$ cat src/rtl/rrps_pkg.sv
// shared types and constants of the round-robin process scheduler
`default_nettype none

package rrps_pkg;

   localparam int QUEUE_DEPTH = 16;
   localparam int PTR_W = (QUEUE_DEPTH > 1) ? $clog2(QUEUE_DEPTH) : 1;
   localparam int CNT_W = $clog2(QUEUE_DEPTH + 1);

   localparam int ID_W    = 8;
   localparam int BURST_W = 16;
   localparam int TICK_W  = 16;
   localparam int QUANT_W = 8;

   localparam logic REQ_ARRIVAL = 1'b0;
   localparam logic REQ_TICK    = 1'b1;

   localparam logic [QUANT_W-1:0] QUANTUM_RESET = QUANT_W'(1);

   typedef logic [PTR_W-1:0]   ptr_type;
   typedef logic [CNT_W-1:0]   cnt_type;
   typedef logic [ID_W-1:0]    id_type;
   typedef logic [BURST_W-1:0] burst_type;

   typedef struct packed {
      logic      req_type;
      id_type    proc_id;
      burst_type burst_time;
   } req_item_type;

   // queue update requested by the scheduler for one cycle
   typedef struct packed {
      logic      push;
      logic      pop;
      logic      dec_head;
      logic      rotate;
      id_type    wr_id;
      burst_type wr_rem;
   } queue_cmd_type;

   typedef struct packed {
      logic      empty;
      logic      full;
      id_type    head_id;
      burst_type head_rem;
   } queue_stat_type;

   function automatic ptr_type next_slot(input ptr_type p);
      if (p == PTR_W'(QUEUE_DEPTH - 1)) begin
         return '0;
      end
      return p + PTR_W'(1);
   endfunction

endpackage

`default_nettype wire

$ cat src/rtl/rrps_channels.sv
// valid/ready channel interfaces for requests and responses
`default_nettype none

interface rrps_req_if;
   logic                      valid;
   logic                      ready;
   logic                      req_type;
   logic [rrps_pkg::ID_W-1:0]    proc_id;
   logic [rrps_pkg::BURST_W-1:0] burst_time;

   modport source (output valid, output req_type, output proc_id, output burst_time,
                   input ready);
   modport sink (input valid, input req_type, input proc_id, input burst_time,
                 output ready);
endinterface

interface rrps_rsp_if;
   logic                      valid;
   logic                      ready;
   logic [rrps_pkg::TICK_W-1:0] tick_time;
   logic [rrps_pkg::ID_W-1:0]   run_id;
   logic                      idle;
   logic                      finished;
   logic                      dropped;

   modport source (output valid, output tick_time, output run_id, output idle,
                   output finished, output dropped, input ready);
   modport sink (input valid, input tick_time, input run_id, input idle,
                 input finished, input dropped, output ready);
endinterface

`default_nettype wire

$ cat src/rtl/rrps_in_reg.sv
// input register stage holding one accepted request
`default_nettype none

module rrps_in_reg (
   input  wire logic               clock,
   input  wire logic               reset,
   rrps_req_if.sink                req_chan,
   input  wire logic               take,
   output rrps_pkg::req_item_type  item,
   output logic                    item_valid
);

   logic                   valid_ff, valid_in;
   rrps_pkg::req_item_type item_ff;

   assign req_chan.ready = !valid_ff || take;

   always_comb begin
      valid_in = valid_ff;
      if (req_chan.ready) begin
         valid_in = req_chan.valid;
      end
   end

   always_ff @(posedge clock) begin
      if (reset) begin
         valid_ff <= 1'b0;
      end else begin
         valid_ff <= valid_in;
      end
   end

   always_ff @(posedge clock) begin
      if (req_chan.valid && req_chan.ready) begin
         item_ff.req_type   <= req_chan.req_type;
         item_ff.proc_id    <= req_chan.proc_id;
         item_ff.burst_time <= req_chan.burst_time;
      end
   end

   assign item       = item_ff;
   assign item_valid = valid_ff;

endmodule

`default_nettype wire

$ cat src/rtl/rrps_queue.sv
// circular ready queue of process ids and remaining burst times
`default_nettype none

module rrps_queue (
   input  wire logic                clock,
   input  wire logic                reset,
   input  wire rrps_pkg::queue_cmd_type cmd,
   output rrps_pkg::queue_stat_type stat
);

   rrps_pkg::id_type    ids_ff [rrps_pkg::QUEUE_DEPTH];
   rrps_pkg::burst_type rem_ff [rrps_pkg::QUEUE_DEPTH];

   rrps_pkg::ptr_type head_ff, head_in;
   rrps_pkg::ptr_type tail_ff, tail_in;
   rrps_pkg::cnt_type count_ff, count_in;

   always_comb begin
      head_in  = head_ff;
      tail_in  = tail_ff;
      count_in = count_ff;
      if (cmd.push) begin
         tail_in  = rrps_pkg::next_slot(tail_ff);
         count_in = count_ff + rrps_pkg::CNT_W'(1);
      end
      if (cmd.pop) begin
         head_in  = rrps_pkg::next_slot(head_ff);
         count_in = count_ff - rrps_pkg::CNT_W'(1);
      end
      // rotation copies the head entry to the tail, count unchanged
      if (cmd.rotate) begin
         head_in = rrps_pkg::next_slot(head_ff);
         tail_in = rrps_pkg::next_slot(tail_ff);
      end
   end

   always_ff @(posedge clock) begin
      if (reset) begin
         head_ff  <= '0;
         tail_ff  <= '0;
         count_ff <= '0;
      end else begin
         head_ff  <= head_in;
         tail_ff  <= tail_in;
         count_ff <= count_in;
      end
   end

   always_ff @(posedge clock) begin
      if (cmd.push || cmd.rotate) begin
         ids_ff[tail_ff] <= cmd.wr_id;
         rem_ff[tail_ff] <= cmd.wr_rem;
      end else if (cmd.dec_head) begin
         rem_ff[head_ff] <= cmd.wr_rem;
      end
   end

   assign stat.empty    = (count_ff == '0);
   assign stat.full     = (count_ff == rrps_pkg::CNT_W'(rrps_pkg::QUEUE_DEPTH));
   assign stat.head_id  = ids_ff[head_ff];
   assign stat.head_rem = rem_ff[head_ff];

endmodule

`default_nettype wire

$ cat src/rtl/round_robin_process_scheduler_unit.sv
// Round-robin process scheduler: a 16-entry ready queue driven by arrival and
// tick requests. An arrival appends a process (or, with the queue full, gives a
// dropped response); a tick runs the head process for one time unit and gives
// a response with the tick number, the process id and the idle/finished flags.
// One request is taken every cycle while the response register can accept the
// response it needs; a request passes an input register, then the queue update
// and response are decided combinationally into the response register. The
// rate is set by the read-modify-write of the queue head entry.
// Write csr_wr_data (quantum, 0 acts as 1) only while no request is in flight.
`default_nettype none

module round_robin_process_scheduler_unit (
   input  wire logic                          clock,
   input  wire logic                          reset,
   rrps_req_if.sink                           req_chan,
   rrps_rsp_if.source                         rsp_chan,
   input  wire logic                          csr_wr_en,
   input  wire logic [rrps_pkg::QUANT_W-1:0]  csr_wr_data
);

   rrps_pkg::req_item_type   item;
   logic                     item_valid;
   logic                     take;
   rrps_pkg::queue_cmd_type  cmd;
   rrps_pkg::queue_stat_type stat;

   logic [rrps_pkg::QUANT_W-1:0] quantum_ff;
   logic [rrps_pkg::QUANT_W-1:0] quantum_eff;
   logic [rrps_pkg::QUANT_W-1:0] slice_ff, slice_in, slice_next;
   logic [rrps_pkg::TICK_W-1:0]  tick_ff, tick_in;

   logic                         rsp_valid_ff, rsp_valid_in;
   logic [rrps_pkg::TICK_W-1:0]  tick_time_ff, tick_time_in;
   rrps_pkg::id_type             run_id_ff, run_id_in;
   logic                         idle_ff, idle_in;
   logic                         finished_ff, finished_in;
   logic                         dropped_ff, dropped_in;

   logic is_tick, need_rsp, out_free;

   rrps_in_reg u_in_reg (
      .clock      (clock),
      .reset      (reset),
      .req_chan   (req_chan),
      .take       (take),
      .item       (item),
      .item_valid (item_valid)
   );

   rrps_queue u_queue (
      .clock (clock),
      .reset (reset),
      .cmd   (cmd),
      .stat  (stat)
   );

   assign is_tick  = (item.req_type == rrps_pkg::REQ_TICK);
   assign need_rsp = is_tick || stat.full;
   assign out_free = !rsp_valid_ff || rsp_chan.ready;
   assign take     = item_valid && (!need_rsp || out_free);

   assign quantum_eff = (quantum_ff == '0) ? rrps_pkg::QUANT_W'(1) : quantum_ff;
   assign slice_next  = slice_ff + rrps_pkg::QUANT_W'(1);

   always_comb begin
      cmd          = '0;
      cmd.wr_id    = item.proc_id;
      cmd.wr_rem   = item.burst_time;
      slice_in     = slice_ff;
      tick_in      = tick_ff;
      rsp_valid_in = rsp_valid_ff && !rsp_chan.ready;
      tick_time_in = tick_time_ff;
      run_id_in    = run_id_ff;
      idle_in      = idle_ff;
      finished_in  = finished_ff;
      dropped_in   = dropped_ff;
      if (take) begin
         if (need_rsp) begin
            rsp_valid_in = 1'b1;
            tick_time_in = tick_ff;
            run_id_in    = stat.head_id;
            idle_in      = 1'b0;
            finished_in  = 1'b0;
            dropped_in   = 1'b0;
         end
         if (!is_tick) begin
            if (stat.full) begin
               run_id_in  = item.proc_id;
               dropped_in = 1'b1;
            end else begin
               cmd.push = 1'b1;
            end
         end else begin
            tick_in = tick_ff + rrps_pkg::TICK_W'(1);
            if (stat.empty) begin
               run_id_in = '0;
               idle_in   = 1'b1;
            end else if (stat.head_rem <= rrps_pkg::BURST_W'(1)) begin
               cmd.pop     = 1'b1;
               slice_in    = '0;
               finished_in = 1'b1;
            end else begin
               cmd.wr_id  = stat.head_id;
               cmd.wr_rem = stat.head_rem - rrps_pkg::BURST_W'(1);
               // slice used up: move the process to the tail
               if (slice_next >= quantum_eff) begin
                  cmd.rotate = 1'b1;
                  slice_in   = '0;
               end else begin
                  cmd.dec_head = 1'b1;
                  slice_in     = slice_next;
               end
            end
         end
      end
   end

   always_ff @(posedge clock) begin
      if (reset) begin
         quantum_ff   <= rrps_pkg::QUANTUM_RESET;
         slice_ff     <= '0;
         tick_ff      <= '0;
         rsp_valid_ff <= 1'b0;
      end else begin
         if (csr_wr_en) begin
            quantum_ff <= csr_wr_data;
         end
         slice_ff     <= slice_in;
         tick_ff      <= tick_in;
         rsp_valid_ff <= rsp_valid_in;
      end
   end

   always_ff @(posedge clock) begin
      tick_time_ff <= tick_time_in;
      run_id_ff    <= run_id_in;
      idle_ff      <= idle_in;
      finished_ff  <= finished_in;
      dropped_ff   <= dropped_in;
   end

   assign rsp_chan.valid     = rsp_valid_ff;
   assign rsp_chan.tick_time = tick_time_ff;
   assign rsp_chan.run_id    = run_id_ff;
   assign rsp_chan.idle      = idle_ff;
   assign rsp_chan.finished  = finished_ff;
   assign rsp_chan.dropped   = dropped_ff;

endmodule

`default_nettype wire

$ cat src/flat_wrapper.sv
// flat-port wrapper written by rule: the top's interface ports become plain ports
module round_robin_process_scheduler_unit_flat 
  (clock, reset, csr_wr_en, csr_wr_data, req_chan_valid, req_chan_req_type, req_chan_proc_id, req_chan_burst_time, req_chan_ready, rsp_chan_valid, rsp_chan_tick_time, rsp_chan_run_id, rsp_chan_idle, rsp_chan_finished, rsp_chan_dropped, rsp_chan_ready);
  rrps_req_if req_chan_i ();
  rrps_rsp_if rsp_chan_i ();
  input  wire logic clock;
  input  wire logic reset;
  input  wire logic csr_wr_en;
  input  wire logic [rrps_pkg::QUANT_W-1:0] csr_wr_data;
  input wire logic [$bits(req_chan_i.valid)-1:0] req_chan_valid;
  input wire logic [$bits(req_chan_i.req_type)-1:0] req_chan_req_type;
  input wire logic [$bits(req_chan_i.proc_id)-1:0] req_chan_proc_id;
  input wire logic [$bits(req_chan_i.burst_time)-1:0] req_chan_burst_time;
  output wire logic [$bits(req_chan_i.ready)-1:0] req_chan_ready;
  output wire logic [$bits(rsp_chan_i.valid)-1:0] rsp_chan_valid;
  output wire logic [$bits(rsp_chan_i.tick_time)-1:0] rsp_chan_tick_time;
  output wire logic [$bits(rsp_chan_i.run_id)-1:0] rsp_chan_run_id;
  output wire logic [$bits(rsp_chan_i.idle)-1:0] rsp_chan_idle;
  output wire logic [$bits(rsp_chan_i.finished)-1:0] rsp_chan_finished;
  output wire logic [$bits(rsp_chan_i.dropped)-1:0] rsp_chan_dropped;
  input wire logic [$bits(rsp_chan_i.ready)-1:0] rsp_chan_ready;
  assign req_chan_i.valid = req_chan_valid;
  assign req_chan_i.req_type = req_chan_req_type;
  assign req_chan_i.proc_id = req_chan_proc_id;
  assign req_chan_i.burst_time = req_chan_burst_time;
  assign req_chan_ready = req_chan_i.ready;
  assign rsp_chan_valid = rsp_chan_i.valid;
  assign rsp_chan_tick_time = rsp_chan_i.tick_time;
  assign rsp_chan_run_id = rsp_chan_i.run_id;
  assign rsp_chan_idle = rsp_chan_i.idle;
  assign rsp_chan_finished = rsp_chan_i.finished;
  assign rsp_chan_dropped = rsp_chan_i.dropped;
  assign rsp_chan_i.ready = rsp_chan_ready;
  round_robin_process_scheduler_unit u_core (.clock(clock), .reset(reset), .req_chan(req_chan_i), .rsp_chan(rsp_chan_i), .csr_wr_en(csr_wr_en), .csr_wr_data(csr_wr_data));
endmodule
$ cat config.mk
export PLATFORM = sky130hd
export DESIGN_NAME = round_robin_process_scheduler_unit_flat
export DESIGN_NICKNAME = d
export VERILOG_FILES = /design/src/rtl/rrps_pkg.sv /design/src/rtl/rrps_channels.sv /design/src/rtl/rrps_in_reg.sv /design/src/rtl/rrps_queue.sv /design/src/rtl/round_robin_process_scheduler_unit.sv /design/src/flat_wrapper.sv
export SDC_FILE = /design/constraint.sdc
export NUM_CORES = 1
export LEC_CHECK = 0
export BUFFER_PORTS_ARGS = -buffer_cell sky130_fd_sc_hd__buf_2
export CAP_MARGIN = 10
export CELL_PAD_IN_SITES_DETAIL_PLACEMENT = 0
export CELL_PAD_IN_SITES_GLOBAL_PLACEMENT = 2
export CORE_AREA = 2 2 153 267
export DETAILED_ROUTE_END_ITERATION = 7
export DIE_AREA = 0 0 155 269
export PLACE_DENSITY_LB_ADDON = 0.1
export SYNTH_ARGS = -nofsm -noshare
export SYNTH_HDL_FRONTEND = slang
export SYNTH_SLANG_ARGS = --single-unit
$ cat constraint.sdc
create_clock -name clock -period 15.9 [get_ports clock]
set_clock_uncertainty 0.1 [all_clocks]
set_input_delay 0.795 -clock clock [delete_from_list [all_inputs] [get_ports clock]]
set_output_delay 0.795 -clock clock [all_outputs]
set_load 0.02 [all_outputs]
== Yosys cells after proc, flatten, opt, wreduce, memory -nomap -nowiden ==
Memories as Yosys holds them, arrays and structs flattened. A register that Yosys moved wholly into a read port is not among the register bits.
Index checks and enable logic that the tools add are counted.
Cells by class
  $add $sub $neg: 7
  order comparisons: 2
  equality and inequality tests: 3
  multiplexer cells: 58
  bitwise logic cells: 1
  reductions and logical operators: 21
Operators by type and width (number)
  4-bit two-way mux: 15
  8-bit two-way mux: 7
  27-bit two-way mux: 2
  1-bit two-way mux: 29
  28-bit two-way mux: 1
  26-bit two-way mux: 1
  16-bit by 1-bit adder with 16-bit output, second input constant: 1
  16-bit by 1-bit <= comparator with 1-bit output, second input constant: 1
  16-bit two-way mux: 1
  16-bit OR reduction: 1
  16-bit by 1-bit subtractor with 16-bit output, second input constant: 1
  5-bit two-way mux: 2
  4-bit by 1-bit adder with 4-bit output, second input constant: 2
  8-bit by 1-bit adder with 8-bit output, second input constant: 1
  4-bit == test, second input constant: 2
  8-bit greater-or-equal comparator: 1
  8-bit logical NOT: 1
  2-bit nonzero test: 3
  5-bit by 1-bit adder with 5-bit output, second input constant: 1
  5-bit == test, second input constant: 1
  5-bit logical NOT: 1
  1-bit logical OR: 5
  5-bit by 1-bit subtractor with 5-bit output, second input constant: 1
  1-bit logical NOT: 4
  other kinds (4): 7
Storage, ports and cells
  register bits: 99
  memory bits (writable): 384
  input bits: 38
  output and inout port bits: 29
  logic and storage cells: 110
  memories: 2
Memory list
  u_core.u_queue.rem_ff: depth 16, bits a word 16, read ports 1, clocked after Yosys merged registers in 1, write ports 1, line rrps_queue.sv:12  | rrps_pkg::burst_type rem_ff [rrps_pkg::QUEUE_DEPTH];
  u_core.u_queue.ids_ff: depth 16, bits a word 8, read ports 1, clocked after Yosys merged registers in 1, write ports 1, line rrps_queue.sv:11  | rrps_pkg::id_type ids_ff [rrps_pkg::QUEUE_DEPTH];

== Logic depth before layout (Yosys ltp) ==
Gate-level depths: netlist of run 1.
  word-level depth: 14
  gate-level depth with buffers: 21

== By module ==
From an unflattened synthesis of run 1, not the netlist that was laid out.
Second synthesis, totals
  cell total of the unflattened synthesis: 1131
  area total of the unflattened synthesis: 19537.5 µm²
By module, submodules not included
  rrps_queue: times used 1, cells each 743, area each 15442.3 µm², sequential area each 11871.4 µm²
  round_robin_process_scheduler_unit: times used 1, cells each 358, area each 3289.4 µm², sequential area each 1471.4 µm²
  rrps_in_reg: times used 1, cells each 30, area each 805.8 µm², sequential area each 770.7 µm²

== Worst setup path after synthesis of run 1 ==
Ideal clock, no wire load.
  path type: reg-to-reg
  start: register with a tool-made name
  end: memory u_core.u_queue.rem_ff[12][0] (netlist name) (enable)
  setup time: 0.397 ns
  data arrival time: 5.068 ns
  required time: 15.403 ns
  slack: 10.335 ns
  stages on the path, launching flop included: 19
  clock period less this slack: 5.565 ns
  path through: dfxtp_1 buf_2 buf_2 buf_2 buf_1 clkbuf_1 mux4_2 a22o_1 a221oi_1 ha_1 nor2_1 nand4b_1 a211o_1 nor4_4 buf_6 o21ba_2 buf_4 a21o_1 a22oi_1
RTL lines (line)
  to (decl): rrps_queue.sv:12

==> metrics.md, run 1 <==
| Metric | Value |
|---|---|
| Final setup violation count | `0` |
| IO Port Bufs | `66` |
| Syn_area_per_cell | `17.2 um2` |
| PD cells | `about 120 mW/mm2` |
| Top Ports | `67` |
| Syn Inst Count | `1159` |
| Final net count | `1299` |
| Syn_nets | `1218` |
| Commonest non-fill, non-tap cell in the layout | `edfxtp_1` |
| Clk sinks | `487` |
| Multi-input combinational cell area | `0.00556 mm2` |
| Starting Density | `50.2%` |
| Largest net degree at the start of global routing | `between 50 and 60` |
| R2R cell count | `12` |
| Layout cells sized above 1 | `24.3%` |
| Clock latency on the worst-skew pair | `roughly 0.56 ns` |
| Critical path cell sequence | `buf_4 > buf_4 > mux4_2 > a221oi_1 > ha_1 > nor2_1 > nand4b_1 > a211o_1 > nor4_4 > nand2b_2 > o21ai_1 > and3_1` |
| CP startpoint kind | `flip-flop` |
| Initial antenna violation count | `0` |
| Final std cells w/o fill | `1769` |
| Filler cell count | `around 3100` |
| Maximum vdd drop | `0.0000923 V` |
| CTS tree | `done` |
| Post-CTS sizing | `0` |
| CP bufs+invs | `2` |
| Reg2reg end | `u_core.u_queue.ids_ff[1][7]$_DFFE_PP_` |
| Sequential share of the synthesized area | `70.9%` |
| Post-CTS setup-driven buffer insertion count | `0` |
| Cell depth of the worst hold path | `1` |
| Rows | `a little under 100` |
| Synthesized flop and latch total | `487` |
| Data arrival time of the critical path | `7.21 ns` |
| GP Congestion | `0.792` |
| Yosys warnings | `0` |
| Global route overflow | `0` |
| Number of max-cap violations | `0` |
| Yosys top cell by area | `edfxtp_1` |
| Dpl cells | `between 1500 and 2000` |
| Clock-pin slew on the worst setup and hold paths | `0.07 ns` |
| Clock root cell | `clkbuf_16` |
| FFs w/ async S/R, synth | `0%` |
| Via count | `10500` |
| Crit Path Max Fanout | `between 40 and 50` |
| Crit path required time | `16.06 ns` |
| Die Span X | `around 160 um` |
| Top-area cell type share of the netlist area | `65.8%` |
| Hold buffers post-CTS | `0` |
| Crit path max-delay family | `simple AND/OR/NAND/NOR gates` |
| Max-slew violations | `0` |
| P_leak | `0.00726 uW` |
| First-pass GRT wire length | `68800 um` |
| Netlist cell types | `58` |
| CP Capture Type | `flip-flop` |
| DRT Pass-1 Iters | `5` |
| Number of global-route vias before repair | `11000` |
| Slowest CP cell | `nand2b_2` |
| Flop2flop setup slack | `8.85 ns` |
| Core ar. | `approximately 0.04 mm2` |
| Clock buffer depth | `3` |
| Wirelength per Cell | `approximately 26 um` |
| Max_slew headroom | `15.7%` |
| Worst-Margin Slew | `1.26 ns` |
| DRT iter0 DRCs | `769` |
| Hold_sp | `req_chan_proc_id[7]` |
| Die Height | `269 um` |
| Post-layout minimum cycle time | `roughly 7.1 ns` |
| Final hold vios | `0` |
| Storage element area | `0.0141 mm2` |
| Area delta synth->final | `12.7%` |
| EDFF count, synth | `~440` |
| DRC Markers | `0` |
| Drt total wl | `45800 um` |
| CP max stage delay | `1.00 ns` |
| GRT Resource Usage Total | `22.7%` |
| DP HPWL | `30000 um` |
| WS Path Type | `reg -> reg` |
| Ys flop type | `edfxtp_1` |
| ANT nets after route | `0` |
| Tcrit/Tclk final | `around 44%` |
| Setup TNS | `0 ns` |
| Min-Delay Path Class | `in -> reg` |
| Antenna Cells | `0` |
| Unrepaired setup endpoints after global routing | `no` |
| Most common cell on crit path | `buf_4` |
| Total CTS buffers | `44` |
| Fmax achieved | `142 MHz` |
| Outcome | `finished, final reports clean` |
| Top post-synthesis cells by area | `edfxtp_1, mux4_2, dfxtp_1` |
| Critical path depth | `12` |
| H-tree levels | `2` |
| Vias per cell | `5.91` |
| Mapped cell area | `0.0199 mm2` |
| Die footprint | `0.0417 mm2` |
| Hold endpoint | `u_core.u_in_reg.item[23]$_DFFE_PP_` |
| Most frequent cells in the layout | `edfxtp_1, mux4_2, nor2_1` |
[state kept, by name, indices dropped and copies added (netlist names), named ones only]
name	count
u_core.rsp_chan.dropped	1
u_core.rsp_chan.valid	1
u_core.rsp_chan.run_id	8
u_core.u_queue.count_ff	5
u_core.rsp_chan.finished	1
u_core.u_queue.ids_ff	128
u_core.rsp_chan.tick_time	16
u_core.u_queue.tail_ff	4
u_core.u_queue.rem_ff	256
u_core.tick_ff	16
u_core.slice_ff	8
u_core.rsp_chan.idle	1
u_core.u_in_reg.item_valid	1
u_core.quantum_ff	8
u_core.u_queue.head_ff	4
u_core.u_in_reg.item	25
[layout make-up]
type                    count  share of cell area [%]
clock buffers              49                    5.09
clock inverters            31                    1.73
inverters                  18                   0.301
multi-input cells         595                    24.8
flip-flops and latches    487                    62.9
well taps                 495                    2.76
repair buffers             94                    2.41
[Yosys cell counts (4+ instances only)]
cell type and number:
o21ai_0 16, clkbuf_1 31, mux2_2 9, mux4_2 107
a21oi_1 30, nand4_1 5, buf_2 15, nor2b_1 10
a21o_1 6, and2_1 8, buf_1 9, nand3_1 31
o21a_1 6, dfxtp_1 51, nor3_1 7, a31oi_1 7
nand2b_1 6, nor4_1 8, a22oi_1 26, xor2_1 15
or3_1 4, xnor2_1 19, ha_1 20, o21ai_1 15
o22ai_1 8, nand2_1 62, nor3b_1 9, or4_1 6
and3_1 15, inv_1 17, mux2i_1 19, edfxtp_1 436
nor2_1 87, nand4b_1 5
[cells by family (layout without fill, tap and decap cells)]
logic type,after synthesis,count (layout),synth area share (%)
compound gates,134,134,4.29
fa+ha+maj,21,21,1.36
buf+inv,77,192,1.66
mux,135,135,13.6
xor+xnor,34,34,1.50
flops,487,487,70.9
simple gates,271,271,6.71
[metrics by stage]
step | instance area [um2] | hold slack, ns | util [%] | worst slack [ns] | total power, uW
global route | 22400 | 0.292 | 56.5 | 8.24 | 2700
detailed placement | 20900 | 0.356 | 52.7 | 8.73 | 1540
floorplan | 19900 | 0.328 | - | 10.34 | 1500
finish | 22400 | 0.306 | 56.5 | 8.85 | 2620
CTS | 22400 | 0.285 | 56.5 | 8.71 | 2640
global placement | 20900 | 0.347 | 52.7 | 8.86 | 1530
[layer usage]
metal,track usage (%),part of all wire (%),vias up
met4,7.13,2.8,0
met2,43.7,57,215
met1,26.2,37,5412
met3,2.68,3.5,67
met5,0,0,-
li1,-,-,4764
[worst max path at each step]
stage / slack, ns / end / from
4_1_cts: 8.71 / u_core.u_queue.ids_ff[1][7]$_DFFE_PP_ / flip-flop
3_3_place_gp: 8.86 / u_core.u_queue.ids_ff[5][4]$_DFFE_PP_ / flip-flop
5_1_grt: 8.24 / u_core.u_queue.ids_ff[5][0]$_DFFE_PP_ / flip-flop
3_5_place_dp: 8.73 / u_core.u_queue.ids_ff[1][4]$_DFFE_PP_ / flip-flop
2_1_floorplan: 10.34 / u_core.u_queue.rem_ff[12][0]$_DFFE_PP_ / flip-flop
6_report: 8.85 / u_core.u_queue.ids_ff[1][7]$_DFFE_PP_ / flip-flop
[power breakdown]
group	switching [uW]	total, uW	internal [uW]
Combinational	62.2	90.4	28.2
Clock	462	1110	652
Sequential	7.32	1420	1410
No activity file was read; power rests on OpenSTA's default activity.
==> run 2, diff against run 1 <==
CORE_AREA = 2 2 168 293   (was 2 2 153 267)
DIE_AREA = 0 0 170 295   (was 0 0 155 269)
clock period = 5.9 ns   (was 15.9 ns; I/O delays follow)
==> metrics.md, run 2 (synthesis gave the netlist of run 1 again) <==
| Metric | Value |
|---|---|
| Final setup violation count | `0 (unchanged)` |
| DRT Pass-1 Iters | `4 (was 5)` |
| Pre-CTS setup slack | `0.605 ns (was 8.73 ns)` |
| Largest net degree at the start of global routing | `48 (was 58)` |
| Clock root cell | `clkbuf_16 (unchanged)` |
| H-tree levels | `2 (unchanged)` |
| Die footprint | `0.0502 mm2 (was 0.0417 mm2)` |
| WS Path Type | `reg -> reg (unchanged)` |
| Data arrival time of the critical path | `5.42 ns (was 7.21 ns)` |
| Starting Density | `41.7% (was 50.2%)` |
| Initial antenna violation count | `0 (unchanged)` |
| Rows | `106 (was 97)` |
| Crit Path Max Fanout | `23 (was 41)` |
| Tcrit/Tclk final | `89.1% (was 44.3%)` |
| GP Congestion | `0.791 (was 0.792)` |
| Clock buffer depth | `3 (unchanged)` |
| CP startpoint kind | `flip-flop (unchanged)` |
| DRC Markers | `0 (unchanged)` |
| Post-CTS setup-driven buffer insertion count | `0 (unchanged)` |
| DRT iter0 DRCs | `645 (was 769)` |
| Total CTS buffers | `46 (was 44)` |
| DP HPWL | `32600 um (was 30000 um)` |
| Antenna Cells | `0 (unchanged)` |
| Flop2flop setup slack | `0.64 ns (was 8.85 ns)` |
| CP Capture Type | `flip-flop (unchanged)` |
| Outcome | `finished, final reports clean (unchanged)` |
| Fmax achieved | `190 MHz (was 142 MHz)` |
| Final hold vios | `0 (unchanged)` |
| Drt total wl | `49100 um (was 45800 um)` |
| Core ar. | `0.0477 mm2 (was 0.0397 mm2)` |
| IO Port Bufs | `66 (unchanged)` |
| Commonest non-fill, non-tap cell in the layout | `edfxtp_1 (unchanged)` |
| Number of global-route vias before repair | `11400 (was 11000)` |
| Top Ports | `67 (unchanged)` |
| Min-Delay Path Class | `in -> reg (unchanged)` |
| Wirelength per Cell | `25.4 um (was 25.9 um)` |
| Post-CTS sizing | `0 (unchanged)` |
| Maximum vdd drop | `0.000197 V (was 0.0000923 V)` |
| Crit path required time | `6.07 ns (was 16.06 ns)` |
| Max-slew violations | `0 (unchanged)` |
| Critical path cell sequence | `mux4_2 > a22o_1 > a221oi_1 > ha_1 > nor2_1 > nand4b_1 > a211o_1 > nor4_4 > nand2b_2 > buf_4 > mux2_2 (was buf_4 > buf_4 > mux4_2 > a221oi_1 > ha_1 > nor2_1 > nand4b_1 > a211o_1 > nor4_4 > nand2b_2 > o21ai_1 > and3_1)` |
| CTS tree | `done (unchanged)` |
| PD cells | `302 mW/mm2 (was 117 mW/mm2)` |
| Number of flip-flops in the largest register | `256 (unchanged)` |
| Layout cells sized above 1 | `24.3% (about the same)` |
| Global route overflow | `0 (unchanged)` |
| First-pass GRT wire length | `73300 um (was 68800 um)` |
| Largest register by flop count | `u_core.u_queue.rem_ff (unchanged)` |
| Post-layout minimum cycle time | `5.26 ns (was 7.05 ns)` |
| Vias per cell | `5.52 (was 5.91)` |
| Worst-Margin Slew | `1.12 ns (was 1.26 ns)` |
| GRT Resource Usage Total | `20.2% (was 22.7%)` |
| Filler cell count | `4112 (was 3104)` |
| Via count | `10700 (was 10500)` |
| Hold buffers post-CTS | `35 (was 0)` |
| Number of max-cap violations | `0 (unchanged)` |
| Die Height | `295 um (was 269 um)` |
| Die Span X | `170 um (was 155 um)` |
| Setup TNS | `0 ns (unchanged)` |
| Clock-pin slew on the worst setup and hold paths | `0.06 ns (was 0.07 ns)` |
| ANT nets after route | `0 (unchanged)` |
| Clock latency on the worst-skew pair | `0.58 ns (was 0.56 ns)` |
| Most frequent cells in the layout | `edfxtp_1, mux4_2, nor2_1 (unchanged)` |
| Max_slew headroom | `24.6% (was 15.7%)` |
| Slowest CP cell | `nand2b_2 (unchanged)` |
| Unrepaired setup endpoints after global routing | `no (unchanged)` |
| Area delta synth->final | `15.7% (was 12.7%)` |
| Final net count | `1364 (was 1299)` |
| Clk sinks | `487 (unchanged)` |
| CP max stage delay | `0.64 ns (was 1.00 ns)` |
| Final worst setup slack | `0.643 ns (was 8.85 ns)` |
| Util after Layout | `48.2% (was 56.5%)` |
| P_leak | `0.00750 uW (was 0.00726 uW)` |
-- run 2: metal layers --
metal  up-vias  global-route usage (%)  routed length (um)
met1      5477                    22.3               17900
met4         0                    7.19                1550
met5         -                       0                   0
met2       230                    39.3               28100
li1       4888                       -                   -
met3        75                    2.40                1550
-- run 2: worst paths after layout --
check                                      start                                     end  depth (start not counted)
hold reg to reg   u_core.tick_ff[7]$_SDFFE_PP0P_  u_core.rsp_chan.tick_time[7]$_DFFE_PP_                          0
hold / removal                         csr_wr_en       u_core.quantum_ff[0]$_SDFFE_PP1P_                          3
setup reg to reg                       flip-flop  u_core.u_queue.ids_ff[13][0]$_DFFE_PP_                         11
setup / recovery                       flip-flop  u_core.u_queue.ids_ff[13][0]$_DFFE_PP_                         11
-- run 2: final cells by class --
| cell class | instances | area, um2 | share of cell area, % |
|---|---|---|---|
| inverters | 18 | 67.6 | 0.293 |
| multi-input cells | 595 | 5550 | 24.1 |
| well taps | 594 | 743 | 3.23 |
| repair buffers | 157 | 1110 | 4.83 |
| flip-flops and latches | 487 | 14100 | 61.3 |
| clock inverters | 21 | 189 | 0.820 |
| clock buffers | 62 | 1250 | 5.44 |
-- run 2: worst max-delay path: cells and delay by family, from the launching register on --
family | cells | cell delay (ns)
buffers and inverters | 1 | 0.34
adder cells (fa/ha/maj) | 1 | 0.33
AO/OA/AOI/OAI | 3 | 1.18
AND/OR/NAND/NOR | 4 | 1.34
flip-flops | 1 | 0.58
multiplexers | 2 | 1.05
-- run 2: power breakdown --
group	switching, uW	internal [uW]
registers	19.5	3800
clock network	1260	1620
logic	172	93.7
total	1450	5510
-- run 2: metrics by stage --
stage	power (uW)	hold slack [ns]	cells	instance area [um2]
final	6960	0.0439	1934	23000
after global routing	7180	0.0501	1934	23000
after CTS	7050	0.0207	1934	23000
after detailed placement	4140	0.359	1816	21200
after global placement	4140	0.347	1816	21200
after floorplan	4040	0.294	1159	19900
==> run 3, diff against run 2 <==
CORE_AREA = 2 2 167 291   (was 2 2 168 293)
CTS_CLUSTER_SIZE = 10   (was unset)
DIE_AREA = 0 0 169 293   (was 0 0 170 295)
SYNTH_HIERARCHICAL = 1   (was unset)
==> metrics.md, run 3 <==
| Metric | Value |
|---|---|
| Post-layout minimum cycle time | `5.00 ns (was 5.26 ns)` |
| Setup TNS | `0 ns (unchanged)` |
| Comb pwr share | `4.3% (was 3.8%)` |
| Sequential share of the synthesized area | `72.2% (was 70.9%)` |
| Clock network fraction of total power | `41.8% (was 41.4%)` |
| Top post-synthesis cells by area | `edfxtp_1, mux4_2, dfxtp_1 (unchanged)` |
| PD cells | `313 mW/mm2 (was 302 mW/mm2)` |
| Largest net degree at the start of global routing | `53 (was 48)` |
| Tcrit/Tclk final | `84.8% (was 89.1%)` |
| Top Ports | `67 (unchanged)` |
| Clock-pin slew on the worst setup and hold paths | `0.06 ns (about the same)` |
| Most frequent cells in the layout | `edfxtp_1, nand2_1, mux4_2 (was edfxtp_1, mux4_2, nor2_1)` |
| Die footprint | `0.0495 mm2 (was 0.0502 mm2)` |
| Syn_nets | `1190 (was 1218)` |
| DRC Markers | `0 (unchanged)` |
| Wirelength per Cell | `25.1 um (was 25.4 um)` |
| Dpl cells | `1798 (was 1816)` |
| GP Congestion | `0.785 (was 0.791)` |
| Layout cells sized above 1 | `24.4% (was 24.3%)` |
| Outcome | `finished, final reports clean (unchanged)` |
| Synthesized flop and latch total | `487 (unchanged)` |
| Data arrival time of the critical path | `5.16 ns (was 5.42 ns)` |
| Syn Inst Count | `1131 (was 1159)` |
| Netlist cell types | `59 (was 58)` |
| P_leak | `0.00750 uW (about the same)` |
| First-pass GRT wire length | `71700 um (was 73300 um)` |
| Switching portion of total power | `21.1% (was 20.8%)` |
| Crit Path Max Fanout | `51 (was 23)` |
| H-tree levels | `2 (unchanged)` |
| Vias per cell | `5.40 (was 5.52)` |
| CP startpoint kind | `flip-flop (unchanged)` |
| EDFF count, synth | `436 (unchanged)` |
| Die Span X | `169 um (was 170 um)` |
| Clk sinks | `487 (unchanged)` |
| CTS tree | `done (unchanged)` |
| Commonest non-fill, non-tap cell in the layout | `edfxtp_1 (unchanged)` |
| Syn_area_per_cell | `17.3 um2 (was 17.2 um2)` |
| Max_slew headroom | `30.2% (was 24.6%)` |
| Final hold vios | `0 (unchanged)` |
| Area delta synth->final | `16.7% (was 15.7%)` |
| Yosys top cell by area | `edfxtp_1 (unchanged)` |
| DRT iter0 DRCs | `640 (was 645)` |
| DP HPWL | `33500 um (was 32600 um)` |
| Min-Delay Path Class | `in -> reg (unchanged)` |
| Sequential share of power | `53.9% (was 54.8%)` |
| Global route overflow | `0 (unchanged)` |
| Drt total wl | `48200 um (was 49100 um)` |
| Fmax achieved | `200 MHz (was 190 MHz)` |
| WS Path Type | `reg -> reg (unchanged)` |
| Clock latency on the worst-skew pair | `0.59 ns (was 0.58 ns)` |
| NetSw | `1510 uW (was 1450 uW)` |
| Mapped cell area | `0.0195 mm2 (was 0.0199 mm2)` |
| Number of global-route vias before repair | `11200 (was 11400)` |
| Starting Density | `41.5% (was 41.7%)` |
| Final worst setup slack | `0.898 ns (was 0.643 ns)` |
| Number of max-cap violations | `0 (unchanged)` |
| Total power draw | `7140 uW (was 6960 uW)` |
| Max-slew violations | `0 (unchanged)` |
| Initial antenna violation count | `0 (unchanged)` |
| Total CTS buffers | `54 (was 46)` |
| Yosys warnings | `6 (was 0)` |
| IO Port Bufs | `66 (unchanged)` |
| Core ar. | `0.0470 mm2 (was 0.0477 mm2)` |
| Pre-CTS setup slack | `0.823 ns (was 0.605 ns)` |
| Clock root cell | `clkbuf_16 (unchanged)` |
| Final setup violation count | `0 (unchanged)` |
| Number of flip-flops in the largest register | `256 (unchanged)` |
| ANT nets after route | `0 (unchanged)` |
| Final std cells w/o fill | `1922 (was 1934)` |
| Dpl cell area | `0.0209 mm2 (was 0.0212 mm2)` |
| CP Capture Type | `flip-flop (unchanged)` |
| Antenna Cells | `0 (unchanged)` |
| Die Height | `293 um (was 295 um)` |
| Ys flop type | `edfxtp_1 (unchanged)` |
| Most numerous cell in the Yosys netlist | `edfxtp_1 (unchanged)` |
| Finished Cell Area | `0.0228 mm2 (was 0.0230 mm2)` |
| GRT Resource Usage Total | `19.9% (was 20.2%)` |
| Unrepaired setup endpoints after global routing | `no (unchanged)` |
| Post-CTS sizing | `0 (unchanged)` |
| Via count | `10400 (was 10700)` |
| Rows | `105 (was 106)` |
| Clock buffer depth | `3 (unchanged)` |
| Final net count | `1359 (was 1364)` |
| FFs w/ async S/R, synth | `0% (unchanged)` |
| Worst-Margin Slew | `1.05 ns (was 1.12 ns)` |
| P_int | `5630 uW (was 5510 uW)` |
| Synth cell count leaders | `edfxtp_1, nand2_1, mux4_2, nor2_1, dfxtp_1 (was edfxtp_1, mux4_2, nor2_1, nand2_1, dfxtp_1)` |
| Largest register by flop count | `u_core/u_queue/rem_ff (was u_core.u_queue.rem_ff)` |
| DRT Pass-1 Iters | `5 (was 4)` |
| Crit path required time | `6.05 ns (was 6.07 ns)` |
| Top-area cell type share of the netlist area | `67.0% (was 65.8%)` |
| Maximum vdd drop | `0.000213 V (was 0.000197 V)` |
run 3: cell count changes after synthesis, sizes merged, moves of 8 or more:
cell / previous run / this run
a21oi: 30 / 20
a22oi: 26 / 48
and3: 15 / 5
mux2: 9 / 0
mux4: 107 / 96
nand2: 62 / 98
nand3: 32 / 15
nor3: 7 / 18
nor3b: 9 / 1
run 3: area by class of cell:
type,count,area (um2)
Multi-Input combinational cell,570,5130
Inverter,21,78.8
Timing Repair Buffer,166,1190
Clock inverter,3,55.1
Tap cell,588,736
Fill cell,4002,24200
Clock buffer,87,1490
Sequential cell,487,14100
run 3: path summary, 6_finish.rpt:
kind                              startpoint                                      end  slack, ns  cells past startpoint
max                                flip-flop   u_core/u_queue/rem_ff[9][15]$_DFFE_PP_       0.90                     13
min                                csr_wr_en        u_core/quantum_ff[0]$_SDFFE_PP1P_       0.05                      2
max reg2reg                        flip-flop   u_core/u_queue/rem_ff[9][15]$_DFFE_PP_       0.90                     13
min reg2reg  u_core/tick_ff[15]$_SDFFE_PP0P_  u_core/rsp_chan.tick_time[15]$_DFFE_PP_       0.36                      0
run 3: critical path, stage by stage (launching register included):
cell and delay, ns:
dfxtp_4 0.86, mux4_2 0.40, a22oi_1 0.40, nand2_1 0.27
nor4_2 0.29, buf_4 0.18, nand2_1 0.14, o31ai_4 0.30
nor2_1 0.13, nor3b_2 0.49, mux2i_1 0.35, nand2b_1 0.23
nor2_2 0.15, buf_4 0.31
run 3: cell families after synthesis:
group	synth area share, %
compound gates	4.50
xor+xnor	1.57
flops	72.2
fa+ha+maj	1.38
buf+inv	1.86
mux	12.0
simple gates	6.47
run 3: repair_timing:
item,in CTS,in global routing
setup buffers,0,0
hold buffers,34,0
endpoints found under the hold margin,34,0
run 3: per-layer routing:
layer	routed length [um]	vias to the layer above	global-route usage, %
met5	0	-	0
met4	2100	0	8.65
met3	1210	88	2.26
met2	27800	182	39.5
met1	17100	5330	20.5
li1	-	4787	-
run 3: power groups by stage:
| stage | logic [uW] | registers (uW) | clock network (uW) |
|---|---|---|---|
| final | 307 | 3840 | 2980 |
| after global routing | 335 | 3850 | 3200 |
| after global placement | 295 | 3910 | 0 |
| after floorplan | 146 | 3920 | 0 |
| after detailed placement | 299 | 3920 | 0 |
| after CTS | 317 | 3840 | 3080 |
run 3: metrics by stage:
stage / utilization [%] / hold WS [ns]
2_1_floorplan: - / 0.257
3_3_place_gp: 44.5 / 0.342
3_5_place_dp: 44.5 / 0.347
4_1_cts: 48.5 / 0.0275
5_1_grt: 48.5 / 0.0457
6_report: 48.5 / 0.0458
